<file path="src/rtl/core/gwc_pkg.sv">
// Package for the grouped weighted centroid block.
// Holds the widths, codes and the queue item type shared by all modules.
// Depends on nothing.
`timescale 1ns / 1ps

package gwc_pkg;

    // Table size and the index width that follows from it.
    localparam int CLASSES   = 16;
    localparam int IDX_W     = (CLASSES > 1) ? $clog2(CLASSES) : 1;
    localparam int OUT_SLOTS = 16;
    localparam int CNT_W     = $clog2(OUT_SLOTS + 1);

    // Field widths.
    localparam int KEY_W   = 32;
    localparam int COORD_W = 32;
    localparam int WGT_W   = 16;
    localparam int PROD_W  = COORD_W + WGT_W;
    localparam int SUM_W   = 64;
    localparam int SUMW_W  = 40;
    localparam int MEAN_W  = 32;
    localparam int STAT_W  = 2;
    localparam int DIV_CNT_W = $clog2(SUM_W + 1);

    // Weight of 1.0 in Q8.8.
    localparam logic signed [WGT_W-1:0] WEIGHT_ONE = 16'sh0100;

    // Result status codes.
    localparam logic [STAT_W-1:0] ST_MEAN = 2'd0;
    localparam logic [STAT_W-1:0] ST_NEG  = 2'd1;
    localparam logic [STAT_W-1:0] ST_FULL = 2'd2;
    localparam logic [STAT_W-1:0] ST_NONE = 2'd3;

    // Commands.
    localparam logic CMD_ADD    = 1'b0;
    localparam logic CMD_FINISH = 1'b1;

    // Configuration port.
    localparam int CFG_IDX_W  = 2;
    localparam int CFG_DATA_W = 32;
    localparam logic [CFG_IDX_W-1:0] REG_GROUPED  = 2'd0;
    localparam logic [CFG_IDX_W-1:0] REG_WEIGHTED = 2'd1;

    // One classified item as it travels from the front to the back.
    typedef struct packed {
        logic                      cmd;
        logic [KEY_W-1:0]          key;
        logic signed [COORD_W-1:0] x;
        logic signed [COORD_W-1:0] y;
        logic signed [WGT_W-1:0]   w;
        logic                      neg;
    } gwc_item_t;

endpackage

</file>
<file path="src/rtl/core/gwc_front.sv">
// Front end: configuration registers and classification of each input item.
// Resolves the effective key and weight and flags negative weights.
// Depends on gwc_pkg.
`timescale 1ns / 1ps

module gwc_front (
    input  logic                              clk,
    input  logic                              rst_n,
    input  logic                              in_valid,
    output logic                              in_ready,
    input  logic                              cmd,
    input  logic [gwc_pkg::KEY_W-1:0]         class_key,
    input  logic signed [gwc_pkg::COORD_W-1:0] coord_x,
    input  logic signed [gwc_pkg::COORD_W-1:0] coord_y,
    input  logic signed [gwc_pkg::WGT_W-1:0]  weight,
    input  logic                              weight_ok,
    input  logic                              cfg_valid,
    output logic                              cfg_ready,
    input  logic [gwc_pkg::CFG_IDX_W-1:0]     cfg_index,
    input  logic [gwc_pkg::CFG_DATA_W-1:0]    cfg_data,
    input  logic                              q_full,
    output logic                              q_push,
    output gwc_pkg::gwc_item_t                q_item
);

    logic                            grouped_reg;
    logic                            weighted_reg;
    logic signed [gwc_pkg::WGT_W-1:0] w_eff;

    // Configuration writes; unknown indexes are ignored.
    always_ff @(posedge clk or negedge rst_n)
    begin
        if (!rst_n)
        begin
            grouped_reg  <= 1'b0;
            weighted_reg <= 1'b0;
        end
        else if (cfg_valid)
        begin
            if (cfg_index == gwc_pkg::REG_GROUPED)
            begin
                grouped_reg <= cfg_data[0];
            end
            if (cfg_index == gwc_pkg::REG_WEIGHTED)
            begin
                weighted_reg <= cfg_data[0];
            end
        end
    end

    assign cfg_ready = 1'b1;

    // Accept whenever the queue has room.
    assign in_ready = !q_full;
    assign q_push   = in_valid && !q_full;

    // Classification of the item.
    assign w_eff = (weighted_reg && weight_ok) ? weight : gwc_pkg::WEIGHT_ONE;

    always_comb
    begin
        q_item.cmd = cmd;
        q_item.key = grouped_reg ? class_key : '0;
        q_item.x   = coord_x;
        q_item.y   = coord_y;
        q_item.w   = w_eff;
        q_item.neg = w_eff[gwc_pkg::WGT_W-1];
    end

endmodule

</file>
<file path="config.mk">
export PLATFORM = sky130hd
export DESIGN_NAME = gwc_front
export DESIGN_NICKNAME = d
export VERILOG_FILES = /design/src/rtl/core/gwc_pkg.sv /design/src/rtl/core/gwc_front.sv
export SDC_FILE = /design/constraint.sdc
export NUM_CORES = 1
export LEC_CHECK = 0
export BUFFER_PORTS_ARGS = -buffer_cell sky130_fd_sc_hd__buf_4
export CORE_AREA = 5 5 101 103
export CTS_CLUSTER_SIZE = 8
export DETAILED_ROUTE_END_ITERATION = 10
export DIE_AREA = 0 0 106 108
export GPL_ROUTABILITY_DRIVEN = 0
export GPL_TIMING_DRIVEN = 0
export PLACE_DENSITY = 0.47
export SLEW_MARGIN = 20
export SYNTH_ARGS = -nofsm -noshare
export SYNTH_HDL_FRONTEND = slang
export SYNTH_SLANG_ARGS = --single-unit
</file>
<file path="constraint.sdc">
create_clock -name clk -period 1.39 [get_ports clk]
set_clock_uncertainty 0.2 [all_clocks]
set_input_delay 0.139 -clock clk [delete_from_list [all_inputs] [get_ports clk]]
set_output_delay 0.139 -clock clk [all_outputs]
set_load 0.05 [all_outputs]
</file>
# --- Yosys cells after proc, flatten, opt, wreduce, memory -nomap -nowiden ---
# Cells that the tools add are included.
totals:
  word_cells: 11
  ff_bits: 2
  output_inout_bits: 117
classes:
  muxes: 2
  eq_ne: 1
  n_reduce_logical: 6
ops:
  columns: ["op", "count"]
  rows:
  - ["2-to-1 mux 32 bit", 1]
  - ["2-to-1 mux 16 bit", 1]
  - ["AND reduction 2 bit", 2]
  - ["== test 2 x 1 -> 1 bit (second input constant)", 1]
  - ["logical AND 1 bit", 2]
  - ["zero test 2 bit", 1]
  - ["zero test 1 bit", 1]

# --- Logic depth before layout (Yosys ltp) ---
depth:
  word_depth: 2
  ltp_mapped: 2
  mapped_depth_nobuf: 2

# --- Least setup slack after synthesis ---
# OpenSTA, ideal clock, no wires.
synth_timing:
  path_type: "reg2out"
  from: "register weighted_reg"
  to: "output q_item[16] (netlist bit)"
  setup_slack_ns: -0.112
  arrival_time_ns: 1.163
  path_stages_with_launch: 3
  n_path_buf: 1
  path_cell_list: "dfrtp_1 -> and3_1 -> buf_4"
synth_rtl:
  columns: ["element", "line_no", "text"]
  rows:
  - ["start, declared", "gwc_front.sv:27", "logic weighted_reg;"]
  - ["start signal, assigned", "gwc_front.sv:46", "weighted_reg <= cfg_data[0];"]
  - ["end, declared", "gwc_front.sv:23", "output gwc_pkg::gwc_item_t q_item"]

==> results.toml <==
[cts]
ctsHtreeMaxLevel = 1
cts_made_buffers = 3
clock-root-buffer = "clkbuf_8"
cts_buffer_depth = 2
clk_pin_slew_worst_paths_ps = 30
cts_sinks = 2
tritoncts = "done"
clock_latency_ps = 200

[final_layout]
areaGrowthSynthToFinish_pct = 207
num_antenna_cells = 0
final_layout_size_suffix_gt1_frac = 0.964
nNetsFinal = 462

[place]
port_buffers = 172
dpl_worst_slack_ps = -15.9
place_hpwl_um = 4800

[floorplan]
initial_core_util = 0.103
num_rows = 35
die_h_um = 108
core_area_mm2 = 0.00911
die_area_mm2 = 0.0114
io_pins = 270
die-width_um = 106

[yosys]
synth_top_area_frac = 0.535
synthTopCellsByArea = "buf_4 (54%), and2_1 (21%), and3_1 (10%)"
mappedNetlistArea_um2 = 940
synth_area_per_cell_um2 = 7.28
synth.most_common_cell = "buf_4"
synth_common_cells = "buf_4 (67), and2_1 (32), and3_1 (15), buf_2 (5)"
synth_enable_flop_cells = 0
synthCells = 129
synthDistinctLibCells = 12
synth_ff_type = "dfrtp_1"
synth.largest_area_cell = "buf_4"
synth_seq_cells = 2
synth-seq-area-share = 0.0533
async_flop_share = 1.00
synth_nets = 282
ys_warn_count = 0

[critical_path]
r2r_setup_slack_ps = 240
critPathLaunchType = "flop"
critical_path.max_stage_delay_ps = 460
critical_path_class = "reg2out"
crit_path_top_delay_cell = "dfrtp_2"
required_ps = 1050
worstPathArrival_ps = 1120
path_cells = "buf_6, and2_1, buf_6"
worstSetupEndpointType = "output port"
crit_top_cell = "buf_6"
cp_max_fo = 10

[sta]
final.setup.tns_ps = -2240
finalSetupViolations = 44
post-route-period-util = 1.05
timing.fmax_mhz = 685
period_minus_slack_ps = 1460
maxSlewViolCount = 0
setup_ws_ps = -70.7
hold_viol_final = 0
rsz0062_at_grt = "yes"

[worst_hold_path]
hold_class = "in2async"

[flow_run]
maxCapViolCount = 0

[global_routing]
grt.met3_usage = 0.0239
grt_pass1_vias = 1456
overflow = 0
grt_pass1_wl_um = 7520
grtUsageMet1 = 0.0852
met2_usage = 0.161
antenna_found_initial = 0
grt-busiest-layer = "met2"
grt_max_degree = 11
grt_use_total = 0.0800

[outcome]
violations = "negative setup slack"
status = "finished with violations"

[route]
avgViaCountPerCell = 3.41
wl_per_cell_um = 13.2
drtIter0Drc = 36
firstDrtPassIters = 3
drtAntennaViolNets = 0
drt_drc_violations_left = 0
totalWireLength_um = 5530
route.vias.total = 1426

[pwr]
ir_worst_vdd_uv = 873
leakage_nw = 1.56
power.density_mw_per_mm2 = 862
power_mw = 2.49
through the flow:
stage	cell area [um2]	util	cells	hold WS [ps]
floorplan	941	-	129	-357
finish	2890	0.317	418	66.9
CTS	2750	0.302	417	51.6
global route	2890	0.317	418	75.7
global placement	2370	0.260	412	-279
detailed placement	2370	0.260	412	-276
layer usage:
| metal | wire (um) | part of all wire |
|---|---|---|
| met1 | 1760 | 0.32 |
| met2 | 3190 | 0.58 |
| met3 | 571 | 0.10 |
| met4 | 6 | 0.0011 |
| met5 | 0 | 0 |
final timing paths:
check,start,endpoint,cells after the start
max,grouped_reg,q_item[85],3
min,rst_n,grouped_reg,2
max reg2reg,weighted_reg,weighted_reg,2
min reg2reg,grouped_reg,grouped_reg,1
max in group asynchronous,rst_n,weighted_reg,2
min in group clk,cfg_index[1],grouped_reg,3
worst max-delay path, delay by kind of cell, from the launching register on:
| family | cells | cell delay [ps] |
|---|---|---|
| DFF | 1 | 460 |
| and+or+nand+nor | 1 | 140 |
| buffers and inverters | 2 | 310 |
what timing repair did:
item,4_1_cts,5_1_grt
pin swaps,1,0
gates resized for setup,90,37
endpoints found under the setup margin,43,46
hold buffers,2,0
endpoints found under the hold margin,4,0
gates cloned,0,1
buffers inserted,1,0
logic make-up after synthesis:
logic type    synth area share
mux                     0.0280
flops                   0.0533
other cells            0.00399
simple gates             0.349
buf+inv                  0.566
final cells by class:
cell class | instances | area [um2]
Buffer | 71 | 546
Timing Repair Buffer | 176 | 1600
Inverter | 1 | 3.75
Tap cell | 111 | 139
Sequential cell | 2 | 52.6
Clock buffer | 3 | 41.3
Fill cell | 952 | 6220
Multi-Input combinational cell | 54 | 503
placed cells by master, fill, tap and decap left out:
cell	count
buf_2	1
clkbuf_8	3
and2_4	28
buf_8	23
inv_1	1
conb_1	1
dfrtp_2	2
and3_4	15
and2_1	4
buf_4	190
mux2_2	1
dlygate4sd3_1	2
mux2_4	1
buf_6	31
nand3b_1	2
nor2b_1	1
nor3b_2	1
power breakdown:
part	leakage (nW)	switching (mW)	internal, mW
sequential	0.0216	0.0246	0.0721
combinational	1.51	1.23	0.934
clock	0.0216	0.0410	0.183
No activity file was read; power rests on OpenSTA's default activity.
