File: config.mk
export PLATFORM = sky130hd
export DESIGN_NAME = gwc_queue
export DESIGN_NICKNAME = d
export VERILOG_FILES = /design/src/rtl/core/gwc_pkg.sv /design/src/rtl/core/gwc_queue.sv
export SDC_FILE = /design/constraint.sdc
export NUM_CORES = 1
export LEC_CHECK = 0
export BUFFER_PORTS_ARGS = -buffer_cell sky130_fd_sc_hd__buf_2
export CAP_MARGIN = 20
export CORE_ASPECT_RATIO = 0.6
export CORE_UTILIZATION = 56
export CTS_CLUSTER_SIZE = 28
export DETAILED_ROUTE_END_ITERATION = 12
export GPL_TIMING_DRIVEN = 0
export HOLD_SLACK_MARGIN = 0.1
export PLACE_DENSITY = 0.88
export SLEW_MARGIN = 5
export SYNTH_ARGS = -nofsm -noshare
export SYNTH_HDL_FRONTEND = slang
export SYNTH_SLANG_ARGS = --single-unit
export TNS_END_PERCENT = 1
File: constraint.sdc
create_clock -name clk -period 9.52 [get_ports clk]
set_clock_uncertainty 0.1 [all_clocks]
set_input_delay 1.904 -clock clk [delete_from_list [all_inputs] [get_ports clk]]
set_output_delay 1.904 -clock clk [all_outputs]
set_load 0.02 [all_outputs]
File: src/rtl/core/gwc_pkg.sv
// Package for the grouped weighted centroid block.
// Holds the widths, codes and the queue item type shared by all modules.
// Depends on nothing.
`timescale 1ns / 1ps

package gwc_pkg;

    // Table size and the index width that follows from it.
    localparam int CLASSES   = 16;
    localparam int IDX_W     = (CLASSES > 1) ? $clog2(CLASSES) : 1;
    localparam int OUT_SLOTS = 16;
    localparam int CNT_W     = $clog2(OUT_SLOTS + 1);

    // Field widths.
    localparam int KEY_W   = 32;
    localparam int COORD_W = 32;
    localparam int WGT_W   = 16;
    localparam int PROD_W  = COORD_W + WGT_W;
    localparam int SUM_W   = 64;
    localparam int SUMW_W  = 40;
    localparam int MEAN_W  = 32;
    localparam int STAT_W  = 2;
    localparam int DIV_CNT_W = $clog2(SUM_W + 1);

    // Weight of 1.0 in Q8.8.
    localparam logic signed [WGT_W-1:0] WEIGHT_ONE = 16'sh0100;

    // Result status codes.
    localparam logic [STAT_W-1:0] ST_MEAN = 2'd0;
    localparam logic [STAT_W-1:0] ST_NEG  = 2'd1;
    localparam logic [STAT_W-1:0] ST_FULL = 2'd2;
    localparam logic [STAT_W-1:0] ST_NONE = 2'd3;

    // Commands.
    localparam logic CMD_ADD    = 1'b0;
    localparam logic CMD_FINISH = 1'b1;

    // Configuration port.
    localparam int CFG_IDX_W  = 2;
    localparam int CFG_DATA_W = 32;
    localparam logic [CFG_IDX_W-1:0] REG_GROUPED  = 2'd0;
    localparam logic [CFG_IDX_W-1:0] REG_WEIGHTED = 2'd1;

    // One classified item as it travels from the front to the back.
    typedef struct packed {
        logic                      cmd;
        logic [KEY_W-1:0]          key;
        logic signed [COORD_W-1:0] x;
        logic signed [COORD_W-1:0] y;
        logic signed [WGT_W-1:0]   w;
        logic                      neg;
    } gwc_item_t;

endpackage

File: src/rtl/core/gwc_queue.sv
// Two-entry item queue between the front end and the back end.
// Depends on gwc_pkg.
`timescale 1ns / 1ps

module gwc_queue (
    input  logic               clk,
    input  logic               rst_n,
    input  logic               push,
    input  gwc_pkg::gwc_item_t push_item,
    output logic               full,
    input  logic               pop,
    output logic               empty,
    output gwc_pkg::gwc_item_t pop_item
);

    gwc_pkg::gwc_item_t slot_reg [2];
    logic               wr_ptr_reg;
    logic               rd_ptr_reg;
    logic [1:0]         cnt_reg;

    assign full     = (cnt_reg == 2'd2);
    assign empty    = (cnt_reg == 2'd0);
    assign pop_item = slot_reg[rd_ptr_reg];

    // Pointers and fill count.
    always_ff @(posedge clk or negedge rst_n)
    begin
        if (!rst_n)
        begin
            wr_ptr_reg <= 1'b0;
            rd_ptr_reg <= 1'b0;
            cnt_reg    <= 2'd0;
        end
        else
        begin
            if (push)
            begin
                wr_ptr_reg <= !wr_ptr_reg;
            end
            if (pop)
            begin
                rd_ptr_reg <= !rd_ptr_reg;
            end
            if (push && !pop)
            begin
                cnt_reg <= cnt_reg + 2'd1;
            end
            else if (pop && !push)
            begin
                cnt_reg <= cnt_reg - 2'd1;
            end
        end
    end

    // Item storage.
    always_ff @(posedge clk)
    begin
        if (push)
        begin
            slot_reg[wr_ptr_reg] <= push_item;
        end
    end

endmodule

; Word level (Yosys, flattened, before mapping)
; Memory sizes are Yosys's and may differ from the RTL's.
; Cells that the tools add are included.
; Widths: inputs -> output; s select.
[op_classes]
add_sub_neg = 2
mul = 0
div = 0
order_cmp = 0
eq_ne = 1
n_shift = 0
mux = 4
bitwise_logic = 0
n_reduce_logical = 8
[op_table]
columns = cell, count
row1 = $logic_not 1->1, 4
row2 = $mux 2, 2
row3 = $add 2x1->2 const B, 1
row4 = $eq 2x2->1 const B, 1
row5 = $logic_and 1x1->1, 2
row6 = $logic_not 2->1, 1
row7 = $mux 1, 2
row8 = $reduce_bool 2->1, 1
row9 = $sub 2x1->2 const B, 1
[totals]
ff_bits = 4
latch_bits = 0
ramBits = 228
romBits = 0
input_bits = 118
out_inout_bits = 116
word_cells = 19
mem_count = 1
[memory_table]
columns = memory, depth, width, read_ports, rd_clocked_by_memory_dff, wr, line_no
row1 = slot_reg, 2, 114, 1, 0, 1, gwc_queue.sv:16  ; gwc_pkg::gwc_item_t slot_reg [2];

; Longest topological paths before layout
; Gate-level depths: netlist of the first run.
[depth]
depth_word = 4
depth_mapped = 5
ltp_nobuf = 5

; Worst setup path after synthesis of the first run
; No wires, ideal clock.
[synth_path]
path_kind = input-to-reg
from = in push
to = mem slot_reg[0][0] (netlist bit) (enable)
setup_ns = 0.602
arrival_ns = 6.854
t_required_ns = 8.818
path_slack_ns = 1.964
stages = 1
n_path_buf = 0
path_cell_list = nor2b_1
[synth_via]
elab_chain_cells = 2
[synth_rtl]
columns = item, line_no
row1 = start: declaration, gwc_queue.sv:8  ; input logic push,
row2 = $mux 1, gwc_queue.sv:58  ; if (push)
row3 = $mux 1 (not written as such), gwc_queue.sv:60  ; slot_reg[wr_ptr_reg] <= push_item;
row4 = end: declaration, gwc_queue.sv:16
; No other way between the ends.

==> flow_summary.json, run 1 <==
{
  "grt_max_degree": 66,
  "hp-class": "reg2reg",
  "cts_tree": "yes",
  "worstSetupStartpointType": "flop",
  "synth_cell_types": 13,
  "crit_family": "buffers and inverters",
  "multi_input_area_mm2": 0.00156,
  "final_layout_size_suffix_gt1_share_pct": 61.5,
  "period_minus_slack_ns": 3.86,
  "synth_top_family_by_area": "multiplexers",
  "cts_sinks": 232,
  "clkTransAtPathRegs_ns": 0.06,
  "drt-wirelength-per-cell_um": 19.3,
  "synthTopCellsByArea": "edfxtp_1 (79%), mux2_4 (8.7%), mux2_2 (8.4%)",
  "finalWirelength_um": 16200,
  "grt_pass1_wl_um": 24300,
  "rows": 34,
  "slowest_delay_ns": 0.35,
  "yosysSeqAreaShare_pct": 80.7,
  "synth-xor-area-share_pct": 0.508,
  "drt-initial-drc-count": 156,
  "rr_worst_depth": 3,
  "seq_power_share_pct": 41.8,
  "cp_max_fo": 10,
  "min_from": "cnt_reg[1]$_DFFE_PN0P_",
  "internal_power_uw": 2300,
  "synth_cells": 371,
  "seqCellArea_mm2": 0.00695,
  "pwr-share-clk_pct": 23.7,
  "fin_nets": 750,
  "cp.required_ns": 7.52,
  "yosysTopAreaCellShare_pct": 79.5,
  "syn_nets": 490,
  "ys_top_cells_by_count": "edfxtp_1 (228), mux2_2 (64), mux2_4 (50)",
  "startpoint": "rd_ptr_reg$_DFFE_PN0P_",
  "cts_buffers": 21,
  "viasPerCell": 5.17,
  "core-area_mm2": 0.0148,
  "final_core_util_pct": 72.9,
  "critPathArrivalTime_ns": 1.86,
  "p_comb_share_pct": 34.5,
  "status": "finished clean",
  "synth-async-reset-ratio_pct": 1.72,
  "setup_viol": 0,
  "cts_buffer_depth": 3,
  "ys_warn_count": 0,
  "drtPass1Iterations": 4,
  "leakagePower_uw": 0.00424,
  "dieArea_mm2": 0.0159,
  "pin_count": 234,
  "netlist_area_mm2": 0.00861,
  "grt-ovfl-total": 0,
  "synth-main-ff-cell": "edfxtp_1",
  "yosys.area_share.simple_pct": 0.305,
  "drc_errors": 0,
  "die_w_um": 162,
  "die_h_um": 98.1,
  "yosysTopAreaCell": "edfxtp_1",
  "hpwl_um": 11300,
  "synth_edf_count": 228,
  "slowest_stage": "dfrtp_1",
  "cp_common_cell": "buf_6",
  "areaGrowthSynthToFinish_pct": 25.0,
  "path_buf_inv": 4,
  "holdPathStages": 1,
  "portBuffers": 233,
  "fin_cells": 841,
  "num_vias": 4350,
  "avgSynthCellArea_um2": 23.2,
  "hold_buffers": 0,
  "max_freq_ghz": 0.259,
  "cts.htree.levels": 1,
  "largest_reg_flops": 228,
  "ant_nets": 0,
  "finalHoldViolCount": 0,
  "worstReg2RegStart": "wr_ptr_reg$_DFFE_PN0P_",
  "p_sw_uw": 1060,
  "p_per_area_mw_per_mm2": 312,
  "insertion_delay_ns": 0.48,
  "period_share_pct": 40.6,
  "grt_usage_pct": 20.4,
  "ir_drop_v": 0.000220,
  "relSlewSlack_pct": 39.7,
  "p_sw_share_pct": 31.5,
  "tns_ns": 0,
  "path_cells": "buf_6 > buf_6 > buf_6 > mux2_4 > buf_2",
  "crit_type": "reg2out",
  "grt_pass1_vias": 4566,
  "synth_mux_area_share_pct": 17.1,
  "finalMaxSlewViolations": 0,
  "synth_compound_area_share_pct": 0,
  "dp_cells": 806,
  "synthAdderAreaFrac_pct": 0.145,
  "nFillCells": 885,
  "clock-root-buffer": "clkbuf_16",
  "grt_antenna_before_repair": 1,
  "initial_core_util_pct": 58.3,
  "drv_cap": 0,
  "cts-resized-gates": 0,
  "ys_seq_elements": 232,
  "worst_setup_path_end_kind": "output port",
  "cp.depth": 5,
  "place.gp.congestion": 0.763,
  "post-cts-setup-buffers": 0,
  "rsz0062_at_grt": "no",
  "worstMarginPinSlew_ns": 0.903,
  "hold_ws_ns": 0.416,
  "synth_most_common_cell": "edfxtp_1"
}
==> logic make-up after synthesis <==
| logic type | after synthesis |
|---|---|
| XOR/XNOR | 5 |
| adder cells (fa/ha/maj) | 1 |
| buffers and inverters | 14 |
| flip-flops | 232 |
| multiplexers | 114 |
| AND/OR/NAND/NOR | 5 |
==> metal layers <==
layer / GRT usage, % / share of wire (%)
met1: 25.2 / 41
met2: 34.9 / 49
met3: 7.01 / 8.9
met4: 4.50 / 1.5
met5: 0 / 0
==> metrics by stage <==
| step | cell area [um2] | setup slack (ns) | total power [uW] |
|---|---|---|---|
| after detailed placement | 10100 | 5.73 | 2600 |
| after floorplan | 8610 | 1.96 | 2250 |
| after global placement | 10000 | -0.393 | 2580 |
| after CTS | 10800 | 5.63 | 3400 |
| final | 10800 | 5.66 | 3360 |
| after global routing | 10800 | 5.57 | 3500 |
==> power groups by stage <==
| stage | Sequential [uW] | Clock, uW | Combinational [uW] |
|---|---|---|---|
| 2_1_floorplan | 1440 | 0 | 815 |
| 3_3_place_gp | 1460 | 0 | 1120 |
| 3_5_place_dp | 1430 | 0 | 1170 |
| 4_1_cts | 1410 | 811 | 1180 |
| 5_1_grt | 1420 | 846 | 1230 |
| 6_report | 1410 | 797 | 1160 |
==> path summary, 6_finish.rpt <==
check                                                  end  slack (ns)
min in group asynchronous           cnt_reg[1]$_DFFE_PN0P_        1.11
worst max register to register  slot_reg[0][105]$_DFFE_PP_        7.41
worst min-delay path                cnt_reg[1]$_DFFE_PN0P_        0.42
worst min register to register      cnt_reg[1]$_DFFE_PN0P_        0.42
max in group asynchronous           cnt_reg[0]$_DFFE_PN0P_        8.10
worst max-delay path                          pop_item[57]        5.66
==> layout by cell type, fill, tap and decap left out, drive strengths merged <==
cell type  count
bufinv         2
xnor2          1
clkbuf        24
clkinv         7
diode          1
nor2           2
and2           1
buf          250
edfxtp       228
nor2b          2
xor2           4
dfrtp          4
mux2         114
ha             1
inv            2
==> layout make-up <==
| cell class | instances | share of cell area (%) |
|---|---|---|
| Sequential cell | 232 | 64.5 |
| Multi-Input combinational cell | 125 | 14.5 |
| Timing Repair Buffer | 237 | 11.6 |
| Clock buffer | 24 | 4.99 |
| Tap cell | 198 | 2.30 |
| Buffer | 13 | 1.01 |
| Clock inverter | 10 | 0.941 |
| Inverter | 1 | 0.0349 |
| Antenna cell | 1 | 0.0232 |
(Power assumes the default switching activity.)
==> inputs of run 2 (changes only) <==
--- a/config.mk
+++ b/config.mk
@@ -5,15 +5,16 @@
 export SDC_FILE = /design/constraint.sdc
 export NUM_CORES = 1
 export LEC_CHECK = 0
+export ABC_AREA = 1
 export BUFFER_PORTS_ARGS = -buffer_cell sky130_fd_sc_hd__buf_2
 export CAP_MARGIN = 20
 export CORE_ASPECT_RATIO = 0.6
-export CORE_UTILIZATION = 56
+export CORE_UTILIZATION = 47
 export CTS_CLUSTER_SIZE = 28
 export DETAILED_ROUTE_END_ITERATION = 12
 export GPL_TIMING_DRIVEN = 0
 export HOLD_SLACK_MARGIN = 0.1
-export PLACE_DENSITY = 0.88
+export PLACE_DENSITY = 0.8
 export SLEW_MARGIN = 5
 export SYNTH_ARGS = -nofsm -noshare
 export SYNTH_HDL_FRONTEND = slang
==> constraint.sdc (replaced) <==
create_clock -name clk -period 3.53 [get_ports clk]
set_clock_uncertainty 0.1 [all_clocks]
set_input_delay 0.706 -clock clk [delete_from_list [all_inputs] [get_ports clk]]
set_output_delay 0.706 -clock clk [all_outputs]
set_load 0.02 [all_outputs]
==> run 2 against run 1 <==
Net effect:
- synthesized cell count rose by 2.4%
- largest cell class unchanged
- cell count rose by 6.2%
- synthesized area rose by 0.23%
- combinational power rose to 2.7 times the previous value
- wire length rose by 2.8%
==> flow_summary.json, run 2 <==
{
  "status": "finished clean",
  "final_layout_size_suffix_gt1_share_pct": 59.8,
  "tns_ns": 0,
  "holdPathStages": 1,
  "drt-initial-drc-count": 205,
  "path_cells": "buf_6 > buf_6 > buf_6 > mux2_4 > buf_2",
  "synth-async-reset-ratio_pct": 1.72,
  "ys_warn_count": 0,
  "yosysTopAreaCell": "edfxtp_1",
  "post-cts-setup-buffers": 0,
  "drv_cap": 0,
  "hp-class": "in2reg",
  "netlist_area_mm2": 0.00863,
  "worstMarginPinSlew_ns": 0.536,
  "grt_usage_pct": 17.4,
  "cts_tree": "yes",
  "insertion_delay_ns": 0.49,
  "syn_nets": 499,
  "synth_cells": 380,
  "seq_power_share_pct": 41.0,
  "leakagePower_uw": 0.00430,
  "min_from": "push_item[86]",
  "clock-root-buffer": "clkbuf_16",
  "worstSetupStartpointType": "flop",
  "period_minus_slack_ns": 2.65,
  "core-area_mm2": 0.0175,
  "cts_sinks": 232,
  "setup_viol": 0,
  "drtPass1Iterations": 4,
  "synth-main-ff-cell": "edfxtp_1",
  "num_vias": 4425,
  "cts.htree.levels": 1,
  "ir_drop_v": 0.000554,
  "p_sw_uw": 2900,
  "synthTopCellsByArea": "edfxtp_1 (79%), mux2_4 (8.7%), mux2_2 (8.3%)",
  "cts_buffer_depth": 3,
  "yosysSeqAreaShare_pct": 80.5,
  "slowest_delay_ns": 0.34,
  "drc_errors": 0,
  "areaGrowthSynthToFinish_pct": 26.5,
  "synth_most_common_cell": "edfxtp_1",
  "relSlewSlack_pct": 64.2,
  "viasPerCell": 4.96,
  "synth_cell_types": 14,
  "critPathArrivalTime_ns": 1.84,
  "grt_pass1_vias": 4660,
  "fin_nets": 762,
  "cp_max_fo": 10,
  "grt_pass1_wl_um": 24900,
  "r2r_setup_slack_ns": 1.72,
  "grt_antenna_before_repair": 1,
  "die_w_um": 177,
  "finalMaxSlewViolations": 0,
  "place.gp.congestion": 0.755,
  "yosysTopAreaCellShare_pct": 79.3,
  "slowest_stage": "dfrtp_1",
  "pwr-share-clk_pct": 24.6,
  "finalHoldViolCount": 0,
  "pin_count": 234,
  "portBuffers": 233,
  "path_buf_inv": 4,
  "die_h_um": 107,
  "startpoint": "rd_ptr_reg$_DFFE_PN0P_",
  "internal_power_uw": 6330,
  "cp.required_ns": 2.72,
  "antenna_cells": 0,
  "final_common_cell": "buf_2",
  "grt-ovfl-total": 0,
  "ys_seq_elements": 232,
  "p_sw_share_pct": 31.4,
  "p_comb_share_pct": 34.4,
  "rr_worst_depth": 3,
  "grt_max_degree": 67,
  "rsz0062_at_grt": "no",
  "finalWirelength_um": 16700,
  "crit_type": "reg2out",
  "dieArea_mm2": 0.0189,
  "initial_core_util_pct": 49.2,
  "clkTransAtPathRegs_ns": 0.06,
  "hpwl_um": 11400,
  "largest_reg_flops": 228,
  "rows": 37,
  "p_per_area_mw_per_mm2": 845,
  "placed_area_mm2": 0.0102,
  "nFillCells": 1251,
  "r2r_end": "slot_reg[1][29]$_DFFE_PP_",
  "ys_top_cells_by_count": "edfxtp_1 (228), mux2_2 (64), mux2_4 (50)",
  "synth_edf_count": 228,
  "worstReg2RegStart": "wr_ptr_reg$_DFFE_PN0P_",
  "cts_buffers": 22,
  "final_cell_area_mm2": 0.0109,
  "ant_nets": 0,
  "worstHoldEndpoint": "slot_reg[1][86]$_DFFE_PP_",
  "crit_family": "buffers and inverters",
  "avgSynthCellArea_um2": 22.7,
  "cp_common_cell": "buf_6",
  "worst_setup_path_end_kind": "output port",
  "period_share_pct": 75.0,
  "final_cell_mix": "buf_2 (239), edfxtp_1 (228), mux2_2 (64)",
  "drt-wirelength-per-cell_um": 18.7,
  "max_freq_ghz": 0.378
}
## run 2: power groups by stage
stage	Combinational, uW	Sequential (uW)	Clock, uW
final	3170	3790	2270
after global routing	3380	3830	2400
after CTS	3210	3790	2320
after detailed placement	3200	3850	0
after global placement	3060	3880	0
after floorplan	2200	3840	0
## run 2: repair_timing
| action | 4_1_cts | 5_1_grt |
|---|---|---|
| setup endpoints to repair | 0 | 0 |
| hold endpoints to repair | 4 | 0 |
| hold buffers | 1 | 0 |
| resized for setup | 0 | 0 |
## run 2: layout make-up
class                   instances  area, um2  share of cell area, %
clock buffers                  29        598                   5.47
inverters                       7       31.3                  0.286
multi-input cells             128       1560                   14.3
plain buffers                  13        109                  0.996
well taps                     234        293                   2.68
clock inverters                11       96.3                  0.882
repair buffers                239       1290                   11.8
flip-flops and latches        232       6950                   63.6
## run 2: stage by stage
stage / worst slack [ns] / power [uW] / utilization, % / hold WS (ns) / cells
finish: 0.882 / 9230 / 62.3 / 0.297 / 893
global route: 0.804 / 9610 / 62.3 / 0.272 / 893
CTS: 0.863 / 9330 / 62.3 / 0.277 / 893
detailed placement: 1.30 / 7040 / 58.2 / 0.405 / 852
global placement: -1.17 / 6940 / 57.6 / 0.395 / 847
floorplan: -0.00413 / 6040 / - / 0.310 / 380
## run 2: worst register-to-register path, stage by stage (launching register included)
cell     delay [ns]
dfrtp_1        0.43
nand2_1        0.14
inv_6          0.39
buf_16         0.37
## run 2: cell families (layout without fill, tap and decap cells)
group | count (synthesis) | count (layout) | share of synthesized area (%)
xor+xnor | 3 | 3 | 0.304
fa+ha+maj | 1 | 1 | 0.145
buf+inv | 20 | 299 | 1.57
flops | 232 | 232 | 80.5
mux | 114 | 114 | 17.0
simple gates | 10 | 10 | 0.478
## run 2: how the worst max path moves through the flow
stage                                            to  slack (ns)  cells past startpoint
after floorplan            slot_reg[1][0]$_DFFE_PP_      -0.004                      2
after global placement    slot_reg[1][70]$_DFFE_PP_       -1.17                      3
after detailed placement  slot_reg[0][27]$_DFFE_PP_        1.30                      5
after CTS                              pop_item[81]        0.86                      5
after global routing                   pop_item[76]        0.80                      5
final                                  pop_item[81]        0.88                      5
## run 2: metal layers
| metal | vias up | global-route usage (%) | wire [um] |
|---|---|---|---|
| li1 | 2024 | - | - |
| met1 | 2181 | 22.0 | 7090 |
| met2 | 193 | 28.8 | 7760 |
| met3 | 25 | 6.35 | 1520 |
| met4 | 2 | 4.00 | 315 |
| met5 | - | 0 | 10 |
==> inputs of run 3 (changes only) <==
--- a/config.mk
+++ b/config.mk
@@ -5,16 +5,16 @@
 export SDC_FILE = /design/constraint.sdc
 export NUM_CORES = 1
 export LEC_CHECK = 0
-export ABC_AREA = 1
+export ABC_AREA = 0
 export BUFFER_PORTS_ARGS = -buffer_cell sky130_fd_sc_hd__buf_2
 export CAP_MARGIN = 20
 export CORE_ASPECT_RATIO = 0.6
-export CORE_UTILIZATION = 47
+export CORE_UTILIZATION = 52
 export CTS_CLUSTER_SIZE = 28
 export DETAILED_ROUTE_END_ITERATION = 12
 export GPL_TIMING_DRIVEN = 0
 export HOLD_SLACK_MARGIN = 0.1
-export PLACE_DENSITY = 0.8
+export PLACE_DENSITY = 0.83
 export SLEW_MARGIN = 5
 export SYNTH_ARGS = -nofsm -noshare
 export SYNTH_HDL_FRONTEND = slang
==> constraint.sdc (replaced) <==
create_clock -name clk -period 2.65 [get_ports clk]
set_clock_uncertainty 0.1 [all_clocks]
set_input_delay 0.53 -clock clk [delete_from_list [all_inputs] [get_ports clk]]
set_output_delay 0.53 -clock clk [all_outputs]
set_load 0.02 [all_outputs]
==> run 3 against run 2 <==
Net effect:
- wire length fell by 3.5%
- sequential share of layout area rose by 0.80 points
- utilization rose by 4.3 points
- sequential power rose by 33%
- hold slack got worse by 0.16 ns
- first-iteration DRC count rose by 27%
- combinational power rose by 32%
- power rose by 31%
- sequential cell count did not move
- register-to-register slack got worse by 1.1 ns
- critical path depth did not move
- cell count fell by 4.4%
- critical endpoint is now pop_item[77]
- largest power group unchanged
- highest routed layer unchanged
==> flow_summary.json, run 3 (synthesis results as in run 1) <==
{
  "critPathArrivalTime_ns": 1.84,
  "cts_buffers": 21,
  "final_layout_size_suffix_gt1_share_pct": 61.2,
  "initial_core_util_pct": 53.1,
  "insertion_delay_ns": 0.48,
  "die_w_um": 168,
  "fin_nets": 751,
  "clkTransAtPathRegs_ns": 0.06,
  "drtPass1Iterations": 4,
  "pin_count": 234,
  "core-area_mm2": 0.0162,
  "max_freq_ghz": 0.405,
  "pre_cts_ws_ns": 0.292,
  "grt_max_degree": 61,
  "cp.required_ns": 2.02,
  "antenna_cells": 0,
  "portBuffers": 233,
  "drt-wirelength-per-cell_um": 18.9,
  "setup_slack_ns": 0.180,
  "areaGrowthSynthToFinish_pct": 25.3,
  "tns_ns": 0,
  "drc_errors": 0,
  "cts_sinks": 232,
  "place.gp.congestion": 0.765,
  "drv_cap": 0,
  "grt_antenna_before_repair": 2,
  "ir_drop_v": 0.000746,
  "grt-ovfl-total": 0,
  "rows": 36,
  "hpwl_um": 11300,
  "relSlewSlack_pct": 48.1,
  "finalHoldViolCount": 0,
  "largest_reg_flops": 228,
  "cts_buffer_depth": 3,
  "setup_viol": 0,
  "worst_setup_path_end_kind": "output port",
  "grt_pass1_wl_um": 23700,
  "nFillCells": 1113,
  "final_common_cell": "buf_2",
  "period_minus_slack_ns": 2.47,
  "die_h_um": 102,
  "status": "finished clean",
  "hp-class": "in2reg",
  "final_cell_area_mm2": 0.0108,
  "viasPerCell": 5.03,
  "cts.htree.levels": 1,
  "cts_tree": "yes",
  "worstSetupStartpointType": "flop",
  "finalWirelength_um": 16100,
  "worstMarginPinSlew_ns": 0.777,
  "r2r_setup_slack_ns": 0.61,
  "num_vias": 4297,
  "placed_area_mm2": 0.0101,
  "drt-initial-drc-count": 260,
  "multi_input_area_mm2": 0.00156,
  "cp_max_fo": 10,
  "seqCellArea_mm2": 0.00695,
  "ant_nets": 0,
  "final_cell_mix": "buf_2 (239), edfxtp_1 (228), mux2_2 (64)",
  "clock-root-buffer": "clkbuf_16",
  "p_per_area_mw_per_mm2": 1120,
  "dieArea_mm2": 0.0171,
  "hold_ws_ns": 0.134,
  "post-cts-setup-buffers": 0,
  "period_share_pct": 93.2,
  "finalMaxSlewViolations": 0,
  "rsz0062_at_grt": "no",
  "grt_usage_pct": 18.4,
  "crit_type": "reg2out",
  "grt_pass1_vias": 4458,
  "leakagePower_uw": 0.00424
}
## run 3: cell types whose count changed in the layout (fill, tap and decap cells not counted), moves of 2 or more
cell,change
clkinv_1,-6
inv_1,-5
nand2_1,-5
clkbuf_16,-2
clkbuf_8,+2
xor2_1,+2
## run 3: worst max-delay path: stages (launching register included)
cell and delay, ns:
dfrtp_1 0.35, buf_6 0.13, buf_6 0.19, buf_6 0.21, mux2_4 0.32, buf_2 0.16
## run 3: cell type report
class | instances | area share (%)
clock inverter | 7 | 0.603
inverter | 1 | 0.0348
timing repair buffer | 238 | 11.7
tap | 209 | 2.42
multi-input combinational | 125 | 14.5
clock buffer | 29 | 5.33
buffer | 13 | 1.01
sequential | 232 | 64.4
## run 3: what timing repair did
action | CTS | global route
gates resized for setup | 0 | 0
hold buffers | 1 | 0
hold endpoints to repair | 4 | 0
## run 3: worst paths after layout
| kind | start | endpoint | cells past startpoint |
|---|---|---|---|
| setup / recovery | rd_ptr_reg$_DFFE_PN0P_ | pop_item[77] | 5 |
| hold / removal | push_item[45] | slot_reg[1][45]$_DFFE_PP_ | 1 |
| setup reg to reg | wr_ptr_reg$_DFFE_PN0P_ | slot_reg[0][68]$_DFFE_PP_ | 3 |
| hold reg to reg | cnt_reg[1]$_DFFE_PN0P_ | cnt_reg[1]$_DFFE_PN0P_ | 1 |
| max in group asynchronous | rst_n | rd_ptr_reg$_DFFE_PN0P_ | 2 |
| min in group asynchronous | rst_n | cnt_reg[1]$_DFFE_PN0P_ | 2 |
## run 3: stage by stage
stage	util, %	power [uW]	std cells
6_report	66.5	12000	854
5_1_grt	66.5	12600	854
4_1_cts	66.5	12200	854
3_5_place_dp	62.5	9330	817
3_3_place_gp	62.0	9180	813
2_1_floorplan	-	8030	371
## run 3: report_power, final
part | internal [uW] | switching (uW) | leakage [uW]
Clock | 1620 | 1200 | 0.000312
Combinational | 1770 | 2410 | 0.00174
Sequential | 4870 | 182 | 0.00219
## run 3: layer usage
layer,GRT usage (%),routed length (um),vias to the layer above
li1,-,-,1987
met1,22.4,6600,2097
met2,31.0,7610,184
met3,7.93,1650,27
met4,3.85,253,2
met5,0,10,-
